$ cat src/rtl/sst_pkg.sv
// Shared constants, codes and inter-module types for the subresource state tracker.
package sst_pkg;

  localparam int unsigned SUBRESOURCE_DEPTH = 64;

  localparam int unsigned STATE_W = 32;
  localparam int unsigned FIRST_W = 7;
  localparam int unsigned RANGE_W = 7;
  localparam int unsigned MIP_W   = 4;
  localparam int unsigned LAYER_W = 12;
  localparam int unsigned PLANE_W = 2;
  localparam int unsigned INDEX_W = 6;
  localparam int unsigned PROD_W  = MIP_W + LAYER_W;
  localparam int unsigned TOTAL_W = PROD_W + PLANE_W;

  typedef enum logic [0:0] {
    OP_INIT       = 1'b0,
    OP_TRANSITION = 1'b1
  } op_t;

  // walker -> emit stage
  typedef struct packed {
    logic               push;
    logic               flush;
    logic [INDEX_W-1:0] idx;
    logic [STATE_W-1:0] old_state;
    logic [STATE_W-1:0] new_state;
  } emit_ctl_t;

  // emit stage -> walker
  typedef struct packed {
    logic ready;
  } emit_sts_t;

endpackage

$ cat src/rtl/subresource_state_tracker_unit.sv
// Top level: sequencer that fills and walks the subresource state memory.
//
//   channel   direction  handshake             payload
//   request   in         req_valid/req_stall   operation, target_state, first_index,
//                                              range_count, mip_levels,
//                                              layer_or_depth_count, is_volume, plane_count
//   result    out        rsp_valid/rsp_stall   subresource_index, old_state, new_state, last
//
// Initialize writes the N in-use entries and transition walks a clamped range of R entries,
// one entry per cycle through the memory's single read/write port pair, with no result
// stalls; an empty range walks no entries.
// One request is in flight at a time; req_stall is high until it is done.
// A stalled result stalls the walk once the pending slot and output register are both full.
// Reset clears the in-use count to zero; memory contents are not cleared.
module subresource_state_tracker_unit #(
  parameter int unsigned SUBRESOURCE_DEPTH = sst_pkg::SUBRESOURCE_DEPTH
) (
  input  logic                        clk,
  input  logic                        rst,
  input  logic                        req_valid,
  output logic                        req_stall,
  input  logic                        operation,
  input  logic [sst_pkg::STATE_W-1:0] target_state,
  input  logic [sst_pkg::FIRST_W-1:0] first_index,
  input  logic [sst_pkg::RANGE_W-1:0] range_count,
  input  logic [sst_pkg::MIP_W-1:0]   mip_levels,
  input  logic [sst_pkg::LAYER_W-1:0] layer_or_depth_count,
  input  logic                        is_volume,
  input  logic [sst_pkg::PLANE_W-1:0] plane_count,
  output logic                        rsp_valid,
  input  logic                        rsp_stall,
  output logic [sst_pkg::INDEX_W-1:0] subresource_index,
  output logic [sst_pkg::STATE_W-1:0] old_state,
  output logic [sst_pkg::STATE_W-1:0] new_state,
  output logic                        last
);

  localparam int unsigned CNT_W = $clog2(SUBRESOURCE_DEPTH + 1);
  localparam int unsigned AW    = (SUBRESOURCE_DEPTH > 1) ? $clog2(SUBRESOURCE_DEPTH) : 1;
  localparam int unsigned SW    = ((CNT_W > sst_pkg::FIRST_W) ? CNT_W : sst_pkg::FIRST_W) + 1;

  typedef enum logic [2:0] {
    ST_IDLE,
    ST_INIT_CALC,
    ST_INIT_FILL,
    ST_WALK,
    ST_FLUSH
  } st_t;

  st_t                         state;
  logic [CNT_W-1:0]            in_use;
  logic [CNT_W-1:0]            walk_idx;
  logic [CNT_W-1:0]            walk_end;
  logic [sst_pkg::STATE_W-1:0] target;
  logic [sst_pkg::PROD_W-1:0]  prod;
  logic [sst_pkg::PLANE_W-1:0] planes;
  logic                        cmp_vld;
  logic [AW-1:0]               cmp_idx;

  logic [sst_pkg::LAYER_W-1:0] layers_eff;
  logic [sst_pkg::PROD_W-1:0]  prod_next;
  logic [sst_pkg::TOTAL_W-1:0] total;
  logic [CNT_W-1:0]            sat_count;
  logic [SW-1:0]               first_w;
  logic [SW-1:0]               range_w;
  logic [SW-1:0]               use_w;
  logic [SW-1:0]               rem_w;
  logic                        range_empty;
  logic [CNT_W-1:0]            start_next;
  logic [CNT_W-1:0]            end_next;

  logic                        issue;
  logic                        differ;
  logic                        cmp_fire;
  logic                        walk_we;
  logic                        fill_we;
  logic                        mem_we;
  logic [AW-1:0]               waddr;
  logic [sst_pkg::STATE_W-1:0] rdata;

  sst_pkg::emit_ctl_t          ctl;
  sst_pkg::emit_sts_t          sts;

  assign req_stall = (state != ST_IDLE);

  // initialize size: mips * layers registered, then times planes by shift/add
  always_comb begin
    layers_eff = is_volume ? sst_pkg::LAYER_W'(1) : layer_or_depth_count;
    prod_next  = sst_pkg::PROD_W'(mip_levels) * sst_pkg::PROD_W'(layers_eff);
    total      = (planes[0] ? sst_pkg::TOTAL_W'(prod) : '0)
               + (planes[1] ? sst_pkg::TOTAL_W'({prod, 1'b0}) : '0);
    sat_count  = (total > sst_pkg::TOTAL_W'(SUBRESOURCE_DEPTH)) ?
                 CNT_W'(SUBRESOURCE_DEPTH) : CNT_W'(total);
  end

  // transition range clamp; empty range collapses to start == end
  always_comb begin
    first_w     = SW'(first_index);
    range_w     = SW'(range_count);
    use_w       = SW'(in_use);
    rem_w       = use_w - first_w;
    range_empty = first_w > use_w;
    start_next  = range_empty ? in_use : CNT_W'(first_w);
    if (range_empty || (range_w > rem_w)) begin
      end_next = in_use;
    end else begin
      end_next = CNT_W'(first_w + range_w);
    end
  end

  assign differ   = (rdata != target);
  assign cmp_fire = cmp_vld && (!differ || sts.ready);
  assign issue    = (state == ST_WALK) && (walk_idx != walk_end) && (!cmp_vld || cmp_fire);
  assign walk_we  = cmp_vld && differ && sts.ready;
  assign fill_we  = (state == ST_INIT_FILL) && (walk_idx != walk_end);
  assign mem_we   = walk_we || fill_we;
  assign waddr    = fill_we ? walk_idx[AW-1:0] : cmp_idx;

  assign ctl.push      = walk_we;
  assign ctl.flush     = (state == ST_FLUSH);
  assign ctl.idx       = sst_pkg::INDEX_W'(cmp_idx);
  assign ctl.old_state = rdata;
  assign ctl.new_state = target;

  always_ff @(posedge clk) begin
    if (rst) begin
      state   <= ST_IDLE;
      in_use  <= '0;
      cmp_vld <= 1'b0;
    end else begin
      case (state)
        ST_IDLE: begin
          if (req_valid) begin
            target <= target_state;
            if (operation == sst_pkg::OP_TRANSITION) begin
              walk_idx <= start_next;
              walk_end <= end_next;
              state    <= ST_WALK;
            end else begin
              prod   <= prod_next;
              planes <= plane_count;
              state  <= ST_INIT_CALC;
            end
          end
        end
        ST_INIT_CALC: begin
          in_use   <= sat_count;
          walk_idx <= '0;
          walk_end <= sat_count;
          state    <= ST_INIT_FILL;
        end
        ST_INIT_FILL: begin
          if (walk_idx == walk_end) begin
            state <= ST_IDLE;
          end else begin
            walk_idx <= walk_idx + CNT_W'(1);
          end
        end
        ST_WALK: begin
          if (issue) begin
            walk_idx <= walk_idx + CNT_W'(1);
            cmp_vld  <= 1'b1;
            cmp_idx  <= walk_idx[AW-1:0];
          end else if (cmp_fire) begin
            cmp_vld <= 1'b0;
          end
          if ((walk_idx == walk_end) && !cmp_vld) begin
            state <= ST_FLUSH;
          end
        end
        ST_FLUSH: begin
          if (sts.ready) begin
            state <= ST_IDLE;
          end
        end
        default: state <= ST_IDLE;
      endcase
    end
  end

  sst_ram #(
    .DEPTH (SUBRESOURCE_DEPTH)
  ) u_ram (
    .clk   (clk),
    .we    (mem_we),
    .waddr (waddr),
    .wdata (target),
    .re    (issue),
    .raddr (walk_idx[AW-1:0]),
    .rdata (rdata)
  );

  sst_emit u_emit (
    .clk               (clk),
    .rst               (rst),
    .ctl               (ctl),
    .sts               (sts),
    .rsp_valid         (rsp_valid),
    .rsp_stall         (rsp_stall),
    .subresource_index (subresource_index),
    .old_state         (old_state),
    .new_state         (new_state),
    .last              (last)
  );

  a_in_use_bound: assert property (@(posedge clk) disable iff (rst)
    in_use <= CNT_W'(SUBRESOURCE_DEPTH))
    else $error("in-use count above table depth");

  a_walk_bound: assert property (@(posedge clk) disable iff (rst)
    (state == ST_WALK) |-> (walk_idx <= walk_end))
    else $error("walk index ran past range end");

  a_flush_drained: assert property (@(posedge clk) disable iff (rst)
    (state == ST_FLUSH) |-> !cmp_vld)
    else $error("flush with compare stage still busy");

  a_block_needs_output: assert property (@(posedge clk) disable iff (rst)
    !sts.ready |-> (rsp_valid && rsp_stall))
    else $error("emit stage blocked without a stalled result");

endmodule

$ cat src/rtl/sst_ram.sv
// State word memory: one write port, one read port with registered read data.
module sst_ram #(
  parameter int unsigned DEPTH = sst_pkg::SUBRESOURCE_DEPTH,
  localparam int unsigned AW = (DEPTH > 1) ? $clog2(DEPTH) : 1
) (
  input  logic                        clk,
  input  logic                        we,
  input  logic [AW-1:0]               waddr,
  input  logic [sst_pkg::STATE_W-1:0] wdata,
  input  logic                        re,
  input  logic [AW-1:0]               raddr,
  output logic [sst_pkg::STATE_W-1:0] rdata
);

  logic [sst_pkg::STATE_W-1:0] mem [DEPTH];

  always_ff @(posedge clk) begin
    if (we) begin
      mem[waddr] <= wdata;
    end
  end

  // read data holds while re is low
  always_ff @(posedge clk) begin
    if (re) begin
      rdata <= mem[raddr];
    end
  end

endmodule

$ cat src/rtl/sst_emit.sv
// Result stage: holds one pending transition so the final one can be flagged last.
module sst_emit (
  input  logic                        clk,
  input  logic                        rst,
  input  sst_pkg::emit_ctl_t          ctl,
  output sst_pkg::emit_sts_t          sts,
  output logic                        rsp_valid,
  input  logic                        rsp_stall,
  output logic [sst_pkg::INDEX_W-1:0] subresource_index,
  output logic [sst_pkg::STATE_W-1:0] old_state,
  output logic [sst_pkg::STATE_W-1:0] new_state,
  output logic                        last
);

  logic                        p_vld;
  logic [sst_pkg::INDEX_W-1:0] p_idx;
  logic [sst_pkg::STATE_W-1:0] p_old;
  logic [sst_pkg::STATE_W-1:0] p_new;
  logic                        ready;
  logic                        load;

  assign ready     = !p_vld || !rsp_valid || !rsp_stall;
  assign sts.ready = ready;
  // pending moves out when a newer one arrives or the walk ends
  assign load      = p_vld && (ctl.push || ctl.flush) && ready;

  always_ff @(posedge clk) begin
    if (rst) begin
      p_vld     <= 1'b0;
      rsp_valid <= 1'b0;
    end else begin
      if (load) begin
        rsp_valid         <= 1'b1;
        subresource_index <= p_idx;
        old_state         <= p_old;
        new_state         <= p_new;
        last              <= ctl.flush;
      end else if (!rsp_stall) begin
        rsp_valid <= 1'b0;
      end
      if (ctl.push) begin
        p_vld <= 1'b1;
        p_idx <= ctl.idx;
        p_old <= ctl.old_state;
        p_new <= ctl.new_state;
      end else if (ctl.flush && ready) begin
        p_vld <= 1'b0;
      end
    end
  end

endmodule

$ cat config.mk
export PLATFORM = sky130hd
export DESIGN_NAME = subresource_state_tracker_unit
export DESIGN_NICKNAME = d
export VERILOG_FILES = /design/src/rtl/sst_pkg.sv /design/src/rtl/subresource_state_tracker_unit.sv /design/src/rtl/sst_ram.sv /design/src/rtl/sst_emit.sv
export SDC_FILE = /design/constraint.sdc
export NUM_CORES = 2
export LEC_CHECK = 0
export BUFFER_PORTS_ARGS = -buffer_cell sky130_fd_sc_hd__buf_2
export CORE_MARGIN = 2
export CORE_UTILIZATION = 56
export DETAILED_ROUTE_END_ITERATION = 6
export PLACE_DENSITY = 0.75
export SYNTH_ARGS = -nofsm -noshare
export SYNTH_HDL_FRONTEND = slang
export SYNTH_SLANG_ARGS = --single-unit
$ cat constraint.sdc
create_clock -name clk -period 7.4 [get_ports clk]
set_clock_uncertainty 0.1 [all_clocks]
set_input_delay 0.37 -clock clk [delete_from_list [all_inputs] [get_ports clk]]
set_output_delay 0.37 -clock clk [all_outputs]
set_load 0.02 [all_outputs]
Word-level counts from Yosys, hierarchy flattened. Memory sizes are Yosys's and may differ from the RTL's. A register that Yosys moved wholly into a read port is not among the register bits. Cells that the tools add are included.

Add/sub/neg operators: 4. Multiply operators: 1. Order comparisons: 3. Eq/ne operators: 15. Mux-type cells: 29. Bitwise gates (word level): 2. Reductions and logical operators: 37.

Operators with widths (number): two-way mux 7 bit (9); inequality test 32 bit (1); case mux 7 bit (4 select lines) (1); adder 16 x 17 -> 18 bit (1); > comparator 18 x 7 -> 1 bit, second input constant (1); two-way mux 17 bit (1); multiplier 4 x 12 -> 16 bit (1); two-way mux 16 bit (1); case mux 3 bit (5 select lines) (1); case mux 7 bit (2 select lines) (1); two-way mux 12 bit (1); two-way mux 3 bit (4); AND reduction 4 bit (3); logical AND 1 bit (10); inequality test 2 bit, second input constant (5); > comparator 7 x 8 -> 1 bit (1); two-way mux 1 bit (8); subtractor 7 x 7 -> 8 bit (1); adder 7 x 1 -> 7 bit, second input constant (1); adder 7 bit (1); equality test 7 bit (1); > comparator 7 bit (1); logical OR 1 bit (7); inequality test 7 bit (1); other kinds (15) (28).

Flip-flop bits (word level): 224. Memory bits (writable): 2048. Input port bits: 70. Memories: 1.

Memories: u_ram.mem (words 64, bits a word 32, rd ports 1, clocked after Yosys merged registers in 1, write ports 1, line sst_ram.sv:15) `logic [sst_pkg::STATE_W-1:0] mem [DEPTH];`.

Depth between registers and ports, before layout.
Depth in word-level cells: 9. Depth in mapped cells: 18. Gate-level depth less buffers: 17.

Cells and area by module. Synthesis repeated with hierarchy kept, for this count alone.

Cell total of the unflattened synthesis: 4134. Area total of the unflattened synthesis: 89718.5 um2.

Modules (own cells, without submodules): sst_ram (instances 1, cells an instance 3324, area an instance 78835.6 um2, seq. area each 62459.9 um2); subresource_state_tracker_unit (instances 1, cells an instance 658, area an instance 6553.8 um2, seq. area each 2322.2 um2); sst_emit (instances 1, cells an instance 152, area an instance 4329.2 um2, seq. area each 4274.1 um2).

Worst setup path before layout. Ideal clock, no wire load.

Path kind: reg2reg. From: register target[8] (netlist bit). To: register u_emit.last (enable). Data arrival time: 6987 ps. Slack: -289 ps. Cell stages (with the launch flop): 8. Path buffers: 0. Period minus slack after synthesis: 7689 ps. Cells stage by stage: edfxtp_1 > xor2_1 > nor4_1 > nand4_1 > o21ai_0 > nor2b_1 > o21ai_0 > nor3b_1.

Word-level cells in the longest chain between the ends: 7.

Ends and longest elaborated chain: start: declaration (line subresource_state_tracker_unit.sv:54) `logic [sst_pkg::STATE_W-1:0] target;`; start signal: assignment (line subresource_state_tracker_unit.sv:134) `target <= target_state;`; inequality test 32 bit (line subresource_state_tracker_unit.sv:111) `assign differ = (rdata != target);`; logical AND 1 bit (2 in a row) (line subresource_state_tracker_unit.sv:114) `assign walk_we = cmp_vld && differ && sts.ready;`; logical OR 1 bit (line sst_emit.sv:25) `assign load = p_vld && (ctl.push || ctl.flush) && ready;`; logical AND 1 bit (2 in a row) (line sst_emit.sv:25); AND reduction 2 bit (no line); end signal: assignment (line sst_emit.sv:37) `last <= ctl.flush;`; end: declaration (line sst_emit.sv:12) `output logic last`.

Every way passes these cells. A chain may end at the register's enable or synchronous reset.

Worst setup path in the final report.
From: register target[8] (netlist bit). To: memory u_ram.mem[27][31] (netlist bit) (enable).

Word-level cells in the longest chain between the ends: 6.

Ends and longest elaborated chain: inequality test 32 bit (line subresource_state_tracker_unit.sv:111); logical AND 1 bit (2 in a row) (line subresource_state_tracker_unit.sv:114); logical OR 1 bit (line subresource_state_tracker_unit.sv:116) `assign mem_we = walk_we || fill_we;`; two-way mux 1 bit (line sst_ram.sv:18) `if (we) begin`; two-way mux 1 bit (not written as such) (line sst_ram.sv:19) `mem[waddr] <= wdata;`; end: declaration (line sst_ram.sv:15).

Every way passes these cells.

==> run_results.csv <==
group,metric,value,unit
yosys,yosysWarningCount,0,
sta,finalSetupViolCount,0,
yosys,synth_ff_type,"edfxtp_1",
clock_network,postCtsResizedCells,0,
worst_hold_path,min_from,"range_count[0]",
routing,dr.pass1.iters,7,
power,power_frac_clock,0.394,
worst_setup_path,crit_path_start,"target[8]",
clock_network,cts_buffers,215,
layout,final_common_cell,"edfxtp_1",
routing,post-route-drc-count,0,
routing,drtIter0Drc,7510,
worst_setup_path,cp_max_fo,66,
placement,port_buffers,142,
layout,layout_common_cells,"2291 x edfxtp_1, 672 x mux4_2, 217 x clkbuf_16",
clock_network,cts_tree,"built",
floorplanning,die_x,404,µm
worst_setup_path,r2r_start,"target[8]",
worst_hold_path,min_path_type,"in -> reg",
clock_network,ctsLongestPathBuffers,3,
grt,grt.total_usage,0.289,
power,p_leak,31.7,nW
grt,grt_overflow,0,
yosys,yosysSeqAreaShare,0.769,
power,power_density,276,nW/µm²
routing,vias,43500,
worst_setup_path,r2r.worst_path.cells,10,
clock_network,clkSlewWorstSetupHoldPaths,0.07,ns
floorplanning,dieHeight,404,µm
power,max-vdd-ir-drop,0.234,mV
sta,drv_slew,0,
sta,rsz0062_at_grt,"false",
clock_network,post_cts_buffers,0,
layout,final_cells,6426,
yosys,syn-num-nets,4010,
placement,place_hpwl,134000,µm
grt,antenna_found_initial,32,
routing,routed_wl,232000,µm
placement,place_inst,5973,
floorplanning,rows,146,
worst_setup_path,crit_type,"reg -> reg",
floorplanning,dieArea,163000,µm²
clock_network,clock_latency,0.86,ns
power,swShare,0.227,
yosys,syn_area_per_cell,23.2,µm²
worst_setup_path,cp_cell_sequence,"buf_4 -> xor2_1 -> nor4_1 -> nand4_1 -> o21ai_0 -> nand2b_1 -> o22ai_1 -> nand2_1 -> nor2_4 -> buf_4",
worst_hold_path,hold_end,"walk_end[0]",
layout,layout-drive-gt1-share,0.291,
clock_network,cts_root_buf,"clkbuf_16",
sta,fin_crit_sh,0.733,
worst_hold_path,hold_depth,5,
worst_setup_path,cp_slowest_cell,"nor2_4",
floorplanning,pin_count,143,
sta,relSlewSlack,0.0796,
yosys,syn_area,89700,µm²
worst_setup_path,cp-start-kind,"flip-flop",
grt,grt_pass1_vias,42300,
routing,viasPerCell,6.77,
floorplanning,start_util,0.565,
outcome,outcome,"completed",
yosys,async_reset_ff_frac,0,
sta,tightest_slew,1.38,ns
worst_setup_path,cp-end-kind,"flip-flop",
routing,wl_per_cell,36.1,µm
sta,fmax,0.184,GHz
layout,syn2layout_area_growth,12.6,%
yosys,synth-edff-count,2291,
routing,ant_nets,0,
yosys,ys_seq_elements,2304,
sta,period_needed,5.42,ns
sta,finalHoldViolations,0,
worst_setup_path,cp_data_arrival_time,5.90,ns
power,switchingPower,6.33,mW
layout,nNetsFinal,4319,
placement,gp_congestion,0.892,
power,p_comb_frac,0.085,
flow_run,max_cap_viol_count,0,
power,internal_power,21.5,mW
yosys,syn_inst,3860,
worst_setup_path,crit_top_cell,"buf_4",
yosys,synth_cell_types,63,
floorplanning,coreArea,159000,µm²
grt,grt_start_max_net_pins,147,
worst_setup_path,rrSetupSlack,1.98,ns
worst_setup_path,regToRegEndpoint,"u_ram.mem[27][31]",
power,seqPwrFrac,0.521,
grt,grt_first_pass_wirelength,327000,µm
layout,fillers,9939,
worst_setup_path,worstPathRequired,7.87,ns
worst_setup_path,slowest_delay,1.16,ns
clock_network,cts.sinks,2304,
sta,setup_tns,0,ns
clock_network,htreeDepth,4,
critical path: cells and delay by family (launching register included):
| kind | cells | cell delay [ns] |
|---|---|---|
| compound gates | 2 | 0.93 |
| simple gates | 5 | 2.56 |
| flops | 1 | 0.32 |
| buf+inv | 2 | 0.84 |
| xor+xnor | 1 | 0.24 |
how the worst max path moves through the flow:
stage / endpoint / cells past startpoint / slack, ns
after floorplan: u_emit.p_idx[0] / 6 / 2.10
after global placement: cmp_idx[3] / 8 / 2.15
after detailed placement: u_ram.mem[27][31] / 10 / 2.18
after CTS: u_ram.mem[27][31] / 10 / 2.09
after global routing: u_ram.mem[27][31] / 11 / 1.81
final: u_ram.mem[27][31] / 10 / 1.98
metal layers:
| metal | vias to the layer above | GRT usage | wire (µm) |
|---|---|---|---|
| met5 | - | 0 | 159 |
| met4 | 22 | 0.111 | 9720 |
| met3 | 423 | 0.0928 | 33400 |
| met2 | 3249 | 0.418 | 104000 |
| met1 | 22900 | 0.415 | 84300 |
| li1 | 16900 | - | - |
cell usage after synthesis, drive strengths merged, types with 2 or more instances:
library cell,instances,area [µm²]
clkbuf,128,480
o2bb2ai,4,35.0
mux4,672,15100
a41oi,2,25.0
dfxtp,13,260
nor2b,22,138
nor2,104,390
or3,4,25.0
and2,63,394
o21ai,32,164
o211ai,2,15.0
buf,51,218
nor3,7,35.0
a21o,15,113
o21a,4,30.0
nand3,14,70.1
inv,61,229
nand4,10,62.6
a31o,3,26.3
or2,2,12.5
fa,23,460
nor3b,5,37.5
ha,57,713
nand3b,5,37.5
a41o,7,70.1
edfxtp,2291,68800
xnor2,25,219
nand2,64,240
o22ai,8,50.1
nor4,11,75.1
a31oi,6,52.6
xor2,48,420
o21bai,6,45.0
nand2b,11,68.8
a211oi,7,52.6
mux2i,14,140
o31ai,4,30.0
and3,2,12.5
and4b,3,30.0
a21oi,35,175
timing repair:
action | in CTS | in global routing
hold buffers | 51 | 0
setup endpoints to repair | 0 | 0
hold endpoints to repair | 74 | 0
stage by stage:
stage	power (mW)	instance area [µm²]	utilization	hold WS, ns	setup slack (ns)
3_3_place_gp	17.1	93500	0.589	0.302	2.15
2_1_floorplan	16.2	89700	-	0.300	2.10
4_1_cts	27.9	101000	0.636	0.0185	2.09
6_report	27.9	101000	0.636	0.0589	1.98
3_5_place_dp	17.1	93500	0.589	0.305	2.18
5_1_grt	28.5	101000	0.636	0.0497	1.81
sequential cells by signal (all words and copies together), names as in the netlist, 3 cells and up:
name                      count
cmp_idx                       6
in_use                        7
u_emit.p_idx                  6
state                         3
target                       32
u_emit.subresource_index      6
u_ram.rdata                  32
u_ram.mem                  2048
u_emit.old_state             32
walk_end                      7
walk_idx                      7
prod                         16
u_emit.new_state             32
u_emit.p_old                 32
u_emit.p_new                 32
final cells by class:
| type | instances | area, µm² | share of cell area |
|---|---|---|---|
| Clock buffer | 273 | 5650 | 0.0559 |
| Antenna cell | 6 | 15.0 | 0.000149 |
| Clock inverter | 123 | 1320 | 0.0131 |
| Multi-Input combinational cell | 1316 | 20300 | 0.201 |
| Timing Repair Buffer | 271 | 1880 | 0.0186 |
| Sequential cell | 2304 | 69100 | 0.684 |
| Inverter | 61 | 229 | 0.00227 |
| Tap cell | 2072 | 2590 | 0.0257 |
cell families (layout without fill, tap and decap cells):
kind of cell,after synthesis,count (layout),share of synthesized area
buf+inv,240,728,0.0103
mux,687,687,0.170
simple gates,331,331,0.0186
compound gates,145,145,0.0111
fa+ha+maj,80,80,0.0131
other cells,0,6,0
xor+xnor,73,73,0.00712
flops,2304,2304,0.769
power by group through the flow:
| stage | clock network (mW) | logic, mW | registers, mW |
|---|---|---|---|
| 2_1_floorplan | 0 | 1.34 | 14.8 |
| 3_3_place_gp | 0 | 2.27 | 14.8 |
| 3_5_place_dp | 0 | 2.30 | 14.8 |
| 4_1_cts | 11.0 | 2.35 | 14.5 |
| 5_1_grt | 11.5 | 2.45 | 14.5 |
| 6_report | 11.0 | 2.37 | 14.5 |
No activity file was read; power rests on OpenSTA's default activity.
